--- src/rtl/core/reb_pkg.sv ---
// shared types, codes and the quadrature table for the encoder/button block
// no dependencies
package reb_pkg;

  localparam logic [1:0] KIND_PIN  = 2'd0;
  localparam logic [1:0] KIND_SNAP = 2'd1;
  localparam logic [1:0] KIND_POLL = 2'd2;

  localparam logic [1:0] CFG_DEBOUNCE = 2'd0;
  localparam logic [1:0] CFG_LONG     = 2'd1;
  localparam logic [1:0] CFG_VLONG    = 2'd2;

  localparam logic [15:0] DEBOUNCE_RST = 16'd20;
  localparam logic [15:0] LONG_RST     = 16'd1000;
  localparam logic [15:0] VLONG_RST    = 16'd3000;

  localparam logic [1:0] PINS_RST = 2'b11;

  localparam logic signed [15:0] CNT_MAX = 16'sh7fff;
  localparam logic signed [15:0] CNT_MIN = -16'sh8000;

  // indexed by {previous pins, current pins}
  localparam logic signed [1:0] QUAD_TBL [16] = '{
    2'sd0,  -2'sd1,  2'sd1,  2'sd0,
    2'sd1,   2'sd0,  2'sd0, -2'sd1,
    -2'sd1,  2'sd0,  2'sd0,  2'sd1,
    2'sd0,   2'sd1, -2'sd1,  2'sd0
  };

  typedef enum logic [3:0] {
    OP_PIN  = 4'b0001,
    OP_SNAP = 4'b0010,
    OP_POLL = 4'b0100,
    OP_NOP  = 4'b1000
  } op_t;

  typedef struct packed {
    op_t               op;
    logic signed [1:0] quarter;
    logic [31:0]       now_ms;
    logic              button_raw;
  } item_t;

  typedef struct packed {
    logic full;
    logic empty;
  } q_status_t;

  typedef struct packed {
    logic [15:0] debounce_ms;
    logic [15:0] long_press_ms;
    logic [15:0] very_long_press_ms;
  } cfg_regs_t;

  typedef struct packed {
    logic signed [1:0]  step;
    logic signed [15:0] snapshot;
    logic               short_press;
    logic               long_press;
    logic               very_long_press;
  } result_t;

endpackage

--- src/rtl/core/reb_if.sv ---
// valid/ready channel interfaces: input items, results, register writes
// no dependencies
interface reb_in_if;
  logic        valid;
  logic        ready;
  logic [1:0]  kind;
  logic [1:0]  ab;
  logic [31:0] now_ms;
  logic        button_raw;

  modport source (output valid, kind, ab, now_ms, button_raw, input ready);
  modport sink   (input valid, kind, ab, now_ms, button_raw, output ready);
endinterface

interface reb_out_if;
  logic               valid;
  logic               ready;
  logic signed [1:0]  step;
  logic signed [15:0] snapshot;
  logic               short_press;
  logic               long_press;
  logic               very_long_press;

  modport source (output valid, step, snapshot, short_press, long_press,
                  very_long_press, input ready);
  modport sink   (input valid, step, snapshot, short_press, long_press,
                  very_long_press, output ready);
endinterface

interface reb_cfg_if;
  logic        valid;
  logic        ready;
  logic [1:0]  index;
  logic [15:0] data;

  modport source (output valid, index, data, input ready);
  modport sink   (input valid, index, data, output ready);
endinterface

--- src/rtl/core/rotary_encoder_button_interface_top.sv ---
// channel     dir  payload
// items       in   kind, ab, now_ms, button_raw
// results     out  step, snapshot, short_press, long_press, very_long_press
// cfg         in   index, data (register write)
//
// one word per clock in both directions; results are registered after the queue
// the front end feeds a QUEUE_DEPTH-entry queue, the back end drains one per clock
// when results stall, the output register then the queue fill and items.ready drops
// rst is synchronous and restores all counters and register defaults
// top level: register file and the front/queue/back chain
// depends on reb_pkg, reb_if, reb_front, reb_queue, reb_back
module rotary_encoder_button_interface_top
  import reb_pkg::*;
#(
  parameter int QUEUE_DEPTH = 2  // 2 to 16
)
(
  input  logic      clk,
  input  logic      rst,
  reb_in_if.sink    items,
  reb_out_if.source results,
  reb_cfg_if.sink   cfg
);

  cfg_regs_t cfg_regs;
  q_status_t qstat;
  item_t     wr_item;
  item_t     head;
  logic      push;
  logic      pop;

  assign cfg.ready = 1'b1;

  always_ff @(posedge clk) begin
    if (rst) begin
      cfg_regs.debounce_ms        <= DEBOUNCE_RST;
      cfg_regs.long_press_ms      <= LONG_RST;
      cfg_regs.very_long_press_ms <= VLONG_RST;
    end else if (cfg.valid) begin
      unique case (cfg.index)
        CFG_DEBOUNCE: cfg_regs.debounce_ms        <= cfg.data;
        CFG_LONG:     cfg_regs.long_press_ms      <= cfg.data;
        CFG_VLONG:    cfg_regs.very_long_press_ms <= cfg.data;
        default: begin
        end
      endcase
    end
  end

  reb_front u_front (
    .clk   (clk),
    .rst   (rst),
    .items (items),
    .qstat (qstat),
    .push  (push),
    .entry (wr_item)
  );

  reb_queue #(
    .DEPTH (QUEUE_DEPTH)
  ) u_queue (
    .clk     (clk),
    .rst     (rst),
    .push    (push),
    .wr_item (wr_item),
    .pop     (pop),
    .head    (head),
    .stat    (qstat)
  );

  reb_back u_back (
    .clk     (clk),
    .rst     (rst),
    .cfg     (cfg_regs),
    .head    (head),
    .qstat   (qstat),
    .pop     (pop),
    .results (results)
  );

endmodule

--- src/rtl/core/reb_front.sv ---
// front end: accepts input words, decodes the kind and runs the quadrature table
// depends on reb_pkg and reb_in_if
module reb_front
  import reb_pkg::*;
(
  input  logic        clk,
  input  logic        rst,
  reb_in_if.sink      items,
  input  q_status_t   qstat,
  output logic        push,
  output item_t       entry
);

  logic [1:0] prev_pins;
  logic [1:0] prev_pins_next;

  assign items.ready = !qstat.full;
  assign push        = items.valid && items.ready;

  always_comb begin
    entry.now_ms     = items.now_ms;
    entry.button_raw = items.button_raw;
    entry.quarter    = 2'sd0;
    prev_pins_next   = prev_pins;
    unique case (items.kind)
      KIND_PIN: begin
        entry.op       = OP_PIN;
        // diagonal of the table is zero, so unchanged pins add nothing
        entry.quarter  = QUAD_TBL[{prev_pins, items.ab}];
        prev_pins_next = items.ab;
      end
      KIND_SNAP: entry.op = OP_SNAP;
      KIND_POLL: entry.op = OP_POLL;
      default:   entry.op = OP_NOP;
    endcase
  end

  always_ff @(posedge clk) begin
    if (rst) begin
      prev_pins <= PINS_RST;
    end else if (push) begin
      prev_pins <= prev_pins_next;
    end
  end

endmodule

--- src/rtl/core/reb_queue.sv ---
// small register queue between the front end and the back end
// depends on reb_pkg
module reb_queue
  import reb_pkg::*;
#(
  parameter int DEPTH = 2
)
(
  input  logic      clk,
  input  logic      rst,
  input  logic      push,
  input  item_t     wr_item,
  input  logic      pop,
  output item_t     head,
  output q_status_t stat
);

  localparam int PW = $clog2(DEPTH);
  localparam int CW = $clog2(DEPTH + 1);

  item_t         slots [DEPTH];
  logic [PW-1:0] wr_ptr;
  logic [PW-1:0] rd_ptr;
  logic [CW-1:0] count;

  assign head       = slots[rd_ptr];
  assign stat.full  = (count == CW'(DEPTH));
  assign stat.empty = (count == '0);

  always_ff @(posedge clk) begin
    if (push) begin
      slots[wr_ptr] <= wr_item;
    end
  end

  always_ff @(posedge clk) begin
    if (rst) begin
      wr_ptr <= '0;
      rd_ptr <= '0;
      count  <= '0;
    end else begin
      if (push) begin
        wr_ptr <= (wr_ptr == PW'(DEPTH - 1)) ? '0 : wr_ptr + 1'b1;
      end
      if (pop) begin
        rd_ptr <= (rd_ptr == PW'(DEPTH - 1)) ? '0 : rd_ptr + 1'b1;
      end
      if (push && !pop) begin
        count <= count + 1'b1;
      end else if (pop && !push) begin
        count <= count - 1'b1;
      end
    end
  end

endmodule

--- src/rtl/core/reb_back.sv ---
// back end: detent and pending counters, button debounce, output register
// depends on reb_pkg and reb_out_if
module reb_back
  import reb_pkg::*;
(
  input  logic      clk,
  input  logic      rst,
  input  cfg_regs_t cfg,
  input  item_t     head,
  input  q_status_t qstat,
  output logic      pop,
  reb_out_if.source results
);

  logic signed [2:0]  quarter_acc, quarter_acc_next;
  logic signed [15:0] detent_count, detent_count_next;
  logic signed [15:0] pending_steps, pending_steps_next;
  logic               stable_level, stable_level_next;
  logic               last_raw, last_raw_next;
  logic [31:0]        raw_change_time, raw_change_time_next;
  logic               is_pressed, is_pressed_next;
  logic [31:0]        press_start_time, press_start_time_next;
  logic               very_long_done, very_long_done_next;

  logic               out_valid;
  result_t            out_res;
  result_t            res;

  assign pop = !qstat.empty && (!out_valid || results.ready);

  always_comb begin
    logic signed [3:0]  acc_sum;
    logic signed [16:0] pend_sum;
    logic [31:0]        deb_diff;
    logic [31:0]        hold_diff;
    logic [31:0]        vlong_diff;

    quarter_acc_next      = quarter_acc;
    detent_count_next     = detent_count;
    pending_steps_next    = pending_steps;
    stable_level_next     = stable_level;
    last_raw_next         = last_raw;
    raw_change_time_next  = raw_change_time;
    is_pressed_next       = is_pressed;
    press_start_time_next = press_start_time;
    very_long_done_next   = very_long_done;
    res                   = '0;
    acc_sum               = {quarter_acc[2], quarter_acc} + {{2{head.quarter[1]}}, head.quarter};
    pend_sum              = {pending_steps[15], pending_steps}
                          + {detent_count[15], detent_count};
    deb_diff              = '0;
    hold_diff             = '0;
    vlong_diff            = '0;

    unique case (head.op)
      OP_PIN: begin
        if (acc_sum == 4'sd4) begin
          quarter_acc_next = 3'sd0;
          if (detent_count != CNT_MAX) detent_count_next = detent_count + 16'sd1;
        end else if (acc_sum == -4'sd4) begin
          quarter_acc_next = 3'sd0;
          if (detent_count != CNT_MIN) detent_count_next = detent_count - 16'sd1;
        end else begin
          quarter_acc_next = acc_sum[2:0];
        end
      end
      OP_SNAP: begin
        res.snapshot      = detent_count;
        detent_count_next = 16'sd0;
        // overflow when the two top bits of the 17-bit sum differ
        if (pend_sum[16] != pend_sum[15]) begin
          pending_steps_next = pend_sum[16] ? CNT_MIN : CNT_MAX;
        end else begin
          pending_steps_next = pend_sum[15:0];
        end
      end
      OP_POLL: begin
        if (pending_steps > 16'sd0) begin
          res.step           = 2'sd1;
          pending_steps_next = pending_steps - 16'sd1;
        end else if (pending_steps < 16'sd0) begin
          res.step           = -2'sd1;
          pending_steps_next = pending_steps + 16'sd1;
        end
        if (head.button_raw != last_raw) begin
          last_raw_next        = head.button_raw;
          raw_change_time_next = head.now_ms;
        end
        deb_diff = head.now_ms - raw_change_time_next;
        if (head.button_raw != stable_level && deb_diff >= {16'd0, cfg.debounce_ms}) begin
          stable_level_next = head.button_raw;
          if (!head.button_raw) begin
            is_pressed_next       = 1'b1;
            press_start_time_next = head.now_ms;
            very_long_done_next   = 1'b0;
          end else begin
            hold_diff = head.now_ms - press_start_time;
            if (is_pressed && !very_long_done) begin
              if (hold_diff >= {16'd0, cfg.long_press_ms}) res.long_press = 1'b1;
              else res.short_press = 1'b1;
            end
            is_pressed_next = 1'b0;
          end
        end
        // uses the start time as updated above, so a fresh press sees zero hold
        vlong_diff = head.now_ms - press_start_time_next;
        if (is_pressed_next && !very_long_done_next &&
            vlong_diff >= {16'd0, cfg.very_long_press_ms}) begin
          res.very_long_press = 1'b1;
          very_long_done_next = 1'b1;
        end
      end
      default: begin
      end
    endcase
  end

  always_ff @(posedge clk) begin
    if (rst) begin
      quarter_acc      <= 3'sd0;
      detent_count     <= 16'sd0;
      pending_steps    <= 16'sd0;
      stable_level     <= 1'b1;
      last_raw         <= 1'b1;
      raw_change_time  <= '0;
      is_pressed       <= 1'b0;
      press_start_time <= '0;
      very_long_done   <= 1'b0;
      out_valid        <= 1'b0;
    end else begin
      if (pop) begin
        quarter_acc      <= quarter_acc_next;
        detent_count     <= detent_count_next;
        pending_steps    <= pending_steps_next;
        stable_level     <= stable_level_next;
        last_raw         <= last_raw_next;
        raw_change_time  <= raw_change_time_next;
        is_pressed       <= is_pressed_next;
        press_start_time <= press_start_time_next;
        very_long_done   <= very_long_done_next;
        out_valid        <= 1'b1;
      end else if (results.ready) begin
        out_valid <= 1'b0;
      end
    end
  end

  always_ff @(posedge clk) begin
    if (pop) begin
      out_res <= res;
    end
  end

  assign results.valid           = out_valid;
  assign results.step            = out_res.step;
  assign results.snapshot        = out_res.snapshot;
  assign results.short_press     = out_res.short_press;
  assign results.long_press      = out_res.long_press;
  assign results.very_long_press = out_res.very_long_press;

endmodule

--- src/flat_wrapper.sv ---
// flat-port wrapper written by rule: the top's interface ports become plain ports
module rotary_encoder_button_interface_top_flat import reb_pkg::*;
#(
  parameter int QUEUE_DEPTH = 2            
)
  (clk, rst, items_valid, items_kind, items_ab, items_now_ms, items_button_raw, items_ready, results_valid, results_step, results_snapshot, results_short_press, results_long_press, results_very_long_press, results_ready, cfg_valid, cfg_index, cfg_data, cfg_ready);
  reb_in_if items_i ();
  reb_out_if results_i ();
  reb_cfg_if cfg_i ();
  input  logic clk;
  input  logic rst;
  input wire logic [$bits(items_i.valid)-1:0] items_valid;
  input wire logic [$bits(items_i.kind)-1:0] items_kind;
  input wire logic [$bits(items_i.ab)-1:0] items_ab;
  input wire logic [$bits(items_i.now_ms)-1:0] items_now_ms;
  input wire logic [$bits(items_i.button_raw)-1:0] items_button_raw;
  output wire logic [$bits(items_i.ready)-1:0] items_ready;
  output wire logic [$bits(results_i.valid)-1:0] results_valid;
  output wire logic [$bits(results_i.step)-1:0] results_step;
  output wire logic [$bits(results_i.snapshot)-1:0] results_snapshot;
  output wire logic [$bits(results_i.short_press)-1:0] results_short_press;
  output wire logic [$bits(results_i.long_press)-1:0] results_long_press;
  output wire logic [$bits(results_i.very_long_press)-1:0] results_very_long_press;
  input wire logic [$bits(results_i.ready)-1:0] results_ready;
  input wire logic [$bits(cfg_i.valid)-1:0] cfg_valid;
  input wire logic [$bits(cfg_i.index)-1:0] cfg_index;
  input wire logic [$bits(cfg_i.data)-1:0] cfg_data;
  output wire logic [$bits(cfg_i.ready)-1:0] cfg_ready;
  assign items_i.valid = items_valid;
  assign items_i.kind = items_kind;
  assign items_i.ab = items_ab;
  assign items_i.now_ms = items_now_ms;
  assign items_i.button_raw = items_button_raw;
  assign items_ready = items_i.ready;
  assign results_valid = results_i.valid;
  assign results_step = results_i.step;
  assign results_snapshot = results_i.snapshot;
  assign results_short_press = results_i.short_press;
  assign results_long_press = results_i.long_press;
  assign results_very_long_press = results_i.very_long_press;
  assign results_i.ready = results_ready;
  assign cfg_i.valid = cfg_valid;
  assign cfg_i.index = cfg_index;
  assign cfg_i.data = cfg_data;
  assign cfg_ready = cfg_i.ready;
  rotary_encoder_button_interface_top #(.QUEUE_DEPTH(QUEUE_DEPTH)) u_core (.clk(clk), .rst(rst), .items(items_i), .results(results_i), .cfg(cfg_i));
endmodule
--- config.mk ---
export PLATFORM = sky130hd
export DESIGN_NAME = rotary_encoder_button_interface_top_flat
export DESIGN_NICKNAME = d
export VERILOG_FILES = /design/src/rtl/core/reb_pkg.sv /design/src/rtl/core/reb_if.sv /design/src/rtl/core/rotary_encoder_button_interface_top.sv /design/src/rtl/core/reb_front.sv /design/src/rtl/core/reb_queue.sv /design/src/rtl/core/reb_back.sv /design/src/flat_wrapper.sv
export SDC_FILE = /design/constraint.sdc
export NUM_CORES = 1
export LEC_CHECK = 0
export ABC_CLOCK_PERIOD_IN_PS = 33000
export BUFFER_PORTS_ARGS = -buffer_cell sky130_fd_sc_hd__buf_2
export CORE_MARGIN = 4
export CORE_UTILIZATION = 60
export CTS_BUF_LIST = sky130_fd_sc_hd__clkbuf_4
export DETAILED_ROUTE_END_ITERATION = 8
export GPL_TIMING_DRIVEN = 0
export PLACE_DENSITY = 0.78
export SLEW_MARGIN = 10
export SYNTH_ARGS = -nofsm -noshare
export SYNTH_HDL_FRONTEND = slang
export SYNTH_HIERARCHICAL = 1
export SYNTH_SLANG_ARGS = --single-unit
--- constraint.sdc ---
create_clock -name clk -period 33 [get_ports clk]
set_input_delay 3.3 -clock clk [delete_from_list [all_inputs] [get_ports clk]]
set_output_delay 3.3 -clock clk [all_outputs]
set_load 0.05 [all_outputs]
Word-level counts from Yosys, hierarchy flattened
Memories as Yosys holds them, arrays and structs flattened. A register that Yosys moved wholly into a read port is not among the register bits.
Index checks and enable logic that the tools add are counted.

operators by class
  add/subtract/negate cells = 13
  order comparisons = 6
  eq/ne operators = 19
  mux-type cells = 43
  bitwise operators = 2
  reductions and logical operators = 35

operators with widths
  kind                                                          number
  two-way mux 32 bit                                            5
  two-way mux 16 bit                                            8
  >= comparator 32 x 16 -> 1 bit                                3
  subtractor 32 bit                                             3
  case mux 16 bit (2 select lines)                              2
  adder 16 x 2 -> 16 bit (second input constant)                2
  != test 16 bit (second input constant)                        2
  subtractor 16 x 2 -> 16 bit (second input constant)           2
  two-way mux 1 bit                                             19
  adder 16 x 16 -> 17 bit                                       1
  > comparator 16 x 1 -> 1 bit (second input constant)          1
  less-than comparator 16 x 1 -> 1 bit (second input constant)  1
  two-way mux 2 bit                                             6
  != test 3 bit (second input constant)                         4
  case mux 4 bit (3 select lines)                               1
  AND reduction 2 bit                                           6
  AND reduction 3 bit                                           3
  == test 4 x 3 -> 1 bit (second input constant)                2
  logical AND 1 bit                                             8
  nonzero test 2 bit                                            4
  zero test 1 bit                                               7
  == test 2 bit (second input constant)                         3
  zero test 2 bit                                               3
  two-way mux 3 bit                                             2
  16 further kinds                                              20

word-level totals
  register bits after elaboration = 179
  RAM bits = 78
  bits in read-only memories = 32
  input port bits = 60
  output and inout bits = 24
  word-level logic and storage cells = 143
  memories = 2

memories
  memory                words  width  read ports  clocked after memory_dff  write ports  line             source
  u_core.u_queue.slots  2      39     1           1                         1            reb_queue.sv:21  item_t slots [DEPTH];
  (no name shown)       16     2      1           0                         0            reb_front.sv:29  entry.quarter = QUAD_TBL[{prev_pins, items.ab}];

Longest topological paths before layout
  depth in word-level cells = 12
  depth in mapped cells = 66
  mapped depth without buffers = 60

By module
Netlist, hierarchy kept.

modules (own cells, without submodules)
  module                               times used  cells each  area each (sq um)  sequential area each (sq um)
  reb_back                             1           1927        14169.8            2712.6
  reb_queue                            1           143         3017.9             2442.3
  rotary_encoder_button_interface_top  1           190         1975.6             960.9
  reb_front                            1           58          493.0              40.0

Worst setup path before layout
OpenSTA, ideal clock, no wires.

  path kind = register -> register
  from = register (tool-made name)
  to = register u_core.u_back.out_res (netlist bit u_core/u_back/results.very_long_press), data pin
  library setup time = 0.274 ns
  arrival time = 12.549 ns
  required time = 32.726 ns
  slack = 20.178 ns
  cell stages (with the launch flop) = 63
  buffers on the path = 6
  clock period less this slack = 12.822 ns
  cells stage by stage = dfxtp_1 -> buf_2 -> mux2_2 -> xnor2_1 -> buf_2 -> clkbuf_1 -> nand2_1 -> o21ai_0 -> ha_1 -> inv_1 -> ha_1 -> nor4_1 -> a2111oi_2 -> a2111oi_1 -> or2_1 -> o21ai_2 -> o21a_1 -> nor2_1 -> [27 not listed] -> a32oi_1 -> nand3_4 -> nor2_1 -> xnor2_1 -> ha_1 -> a21o_1 -> a221oi_1 -> o221ai_1 -> or4_1 -> nor3_1 -> o21ai_0 -> a221oi_1 -> mux2_2 -> o31ai_1 -> a211oi_1 -> and4b_1 -> and4_1 -> nor4_1

RTL lines
  item                  line             source
  to (signal assigned)  reb_back.sv:150  out_res <= res;
  to (decl)             reb_back.sv:26   result_t out_res;

==> impl_metrics.toml <==
[floorplanning]
ioPinCount = 84
core_area_um2 = 32500
num_rows = 66
die_width_um = 189
initial_core_util_pct = 60.6
die_y_um = 189
die-area_um2 = 35700

[clock_tree]
cts_buffers = 71
hold_buffers = 0
root_buffer = "clkbuf_4"
path_clk_slew_ps = 70
cts_setup_buffers = 0
ctsHtreeMaxLevel = 3
clock_latency_ps = 750
cts_tree = "yes"
cts_resized = 0
clock_path_buffers = 3
cts.sinks = 258

[power_and_ir_drop]
vdd_ir_drop_max_mv = 0.0680
p_leak_nw = 8.81
power_frac_clock_pct = 15.2
power_frac_seq_pct = 20.3
pwr_density_cell_nw_per_um2 = 92.0
power_switching_uw = 953
share_comb_of_total_power_pct = 64.4
power.total_mw = 1.97
switching_share_pct = 48.3
intPower_mw = 1.02

[worst_setup_path]
critPathLaunchType = "flop"
worst-setup-path-type = "flop to flop"
crit_path_end_kind = "flop"
reg2reg_setup_slack_ps = 15610
critPathSlowestCell = "nor4_1"
cp.arrival_ps = 17840
cp_slowest_stage_delay_ps = 710
crit_required_ps = 33450
r2r_end = "u_core/u_back/results.very_long_press"
cp_max_fo = 10
r2r_cells = 62

[timing]
final.period_utilization_pct = 52.7
worst_slew_pin_slew_ps = 1220
fmax_mhz = 57.5
holdWs_ps = 463
hold_viol = 0
layout_min_cycle_time_ps = 17390
skew_ps = 57.8
relSlewSlack_pct = 18.4
slew_viol_final = 0
finalSetupViolCount = 0
rsz0062_at_grt = "false"
timing.setup.tns_ps = 0

[yosys]
synth_compound_area_share_pct = 18.5
synthMuxAreaShare_pct = 7.82
async_reset_ff_share_pct = 0
synth_top_flop_cell = "dfxtp_1"
synth.ff_latch_count = 258
synth_top_family_by_area = "simple AND/OR/NAND/NOR gates"
synth_area_per_cell_um2 = 8.48
yosys.area_share.simple_pct = 19.4
syn_area_um2 = 19700
synth_xor_area_share_pct = 4.12
seq_area_frac_synth_pct = 31.3
ys_types = 95
synth_edf_count = 99
synth_fa_ha_area_share_pct = 12.5
syn_nets = 2564
yosys_warnings = 6
synthCells = 2318

[layout]
nNetsFinal = 2689
syn_to_final_growth_pct = 9.10
fillers = 2772
drive_above_1_share_pct = 11.3

[worst_hold_path]
hold_end = "u_core/u_back/raw_change_time[27]"
min_from = "u_core/u_back/raw_change_time[27]"
holdPathStages = 2
hold_path_class = "flop to flop"

[route]
dr.pass1.iters = 6
wl_um = 56800
vias_per_cell = 6.04
wl_met3_um = 4100
wl_met2_um = 26700
drt-met1-wl_um = 24000
via_count = 17800
drt.antenna.violating_nets = 0
wl_per_cell_um = 19.3
drc = 0
drt-initial-drc-count = 1697
top_layer_used = "met4"

[global_routing]
grt_pass1_vias = 17300
grt_max_degree = 28
overflow = 0
antenna_found_initial = 1
grtUsageTotal_pct = 31.1
grt_pass1_wl_um = 89700

[outcome]
outcome = "finished clean"

[placement]
port_buffers = 49
dp_hpwl_um = 43600
place_congestion = 0.997

[flow_run]
drv_cap = 0
==> how the worst max path moves through the flow <==
stage | from | endpoint | depth (start not counted)
finish | flop | u_core/u_back/results.very_long_press | 62
global route | flop | u_core/u_back/results.very_long_press | 62
CTS | flop | u_core/u_back/results.very_long_press | 62
detailed placement | flop | u_core/u_back/results.very_long_press | 62
global placement | flop | u_core/u_back/results.very_long_press | 62
floorplan | flop | u_core/u_back/results.very_long_press | 62
==> cell families (layout without fill, tap and decap cells) <==
logic type      count (synthesis)  in the layout
xor+xnor                       90             90
fa+ha+maj                     195            195
simple gates                  774            774
flops                         258            258
buf+inv                       282            462
compound gates                571            571
mux                           147            147
other cells                     1              4
==> layout by cell type, fill, tap and decap left out, types with 86 or more instances in the layout <==
cell	n
nor2_1	205
a21oi_1	203
inv_1	166
o21ai_0	102
nand2_1	233
dfxtp_1	159
ha_1	180
mux2i_1	103
nand2b_1	86
edfxtp_1	99
clkbuf_4	101
==> synth_stat cells, types with 8 or more instances <==
library cell    n  area [um2]
buf_4          37         278
buf_2           8        40.0
mux2i_1       103        1030
dfxtp_1       159        3180
clkbuf_1       64         240
xor2_1         25         219
o211ai_1       12        90.1
a21o_1         47         353
mux2_2         42         473
o21bai_1       26         195
nor2b_1        41         257
or3_1           9        56.3
a21boi_0       12        90.1
nor4_1         18         113
nand2b_1       86         538
a31oi_1        19         119
xnor2_1        63         552
a211oi_1       32         240
a22oi_1        11        82.6
and2_1         28         175
or4_1           8        60.1
inv_1         167         627
a21oi_1       203        1020
maj3_1          9        90.1
nand3b_1       13        97.6
nand3_1        33         165
ha_1          180        2250
nand2_1       233         875
o21a_1         15         113
nor3_1         33         165
edfxtp_1       99        2970
nand4_1        20         125
nor2_1        205         769
o31a_1         11        96.3
and3_1          8        50.1
o21ai_0       102         510
==> layer usage <==
metal	vias to the layer above	track usage, %
li1	8539	-
met1	8430	39.9
met2	666	52.4
met3	146	5.46
met4	0	12.2
met5	-	0
==> critical path: cells and delay by family, from the launching register on <==
kind,cells,cell delay [ps]
fa+ha+maj,7,1890
mux,2,670
compound gates,25,6290
buf+inv,8,2400
simple gates,17,4600
flops,1,340
xor+xnor,3,870
==> registers in the layout, summed over array words and instances, names as in the netlist, 3 cells and up, named ones only <==
signal,count
u_core/cfg_regs,48
u_core/u_back/detent_count,16
u_core/u_back/pending_steps,16
u_core/u_back/press_start_time,32
u_core/u_back/quarter_acc,3
u_core/u_back/raw_change_time,32
u_core/u_back/results.snapshot,16
u_core/u_queue/slots,78
==> power groups by stage <==
stage          sequential, mW  clock [mW]  combinational (mW)
2_1_floorplan           0.441           0               0.896
3_3_place_gp            0.407           0                1.21
3_5_place_dp            0.407           0                1.24
4_1_cts                 0.401       0.309                1.25
5_1_grt                 0.405       0.327                1.39
6_report                0.401       0.300                1.27
==> area by class of cell <==
type	instances	area (um2)	share of cell area, %
Sequential cell	258	6160	28.7
Tap cell	442	553	2.58
Clock buffer	101	758	3.54
Timing Repair Buffer	52	290	1.35
Buffer	115	619	2.89
Clock inverter	27	164	0.764
Antenna cell	3	7.51	0.0350
Multi-Input combinational cell	1778	12300	57.2
Inverter	167	627	2.92
==> metrics by stage <==
| step | instance area, um2 | instances | setup slack [ps] | util (%) |
|---|---|---|---|---|
| final | 21400 | 2943 | 15610 | 66.1 |
| after global routing | 21400 | 2943 | 14830 | 66.1 |
| after CTS | 21400 | 2940 | 15850 | 66.1 |
| after detailed placement | 20500 | 2812 | 15970 | 63.2 |
| after global placement | 20500 | 2809 | 16100 | 63.0 |
| after floorplan | 19700 | 2318 | 20180 | - |
(Power assumes the default switching activity.)
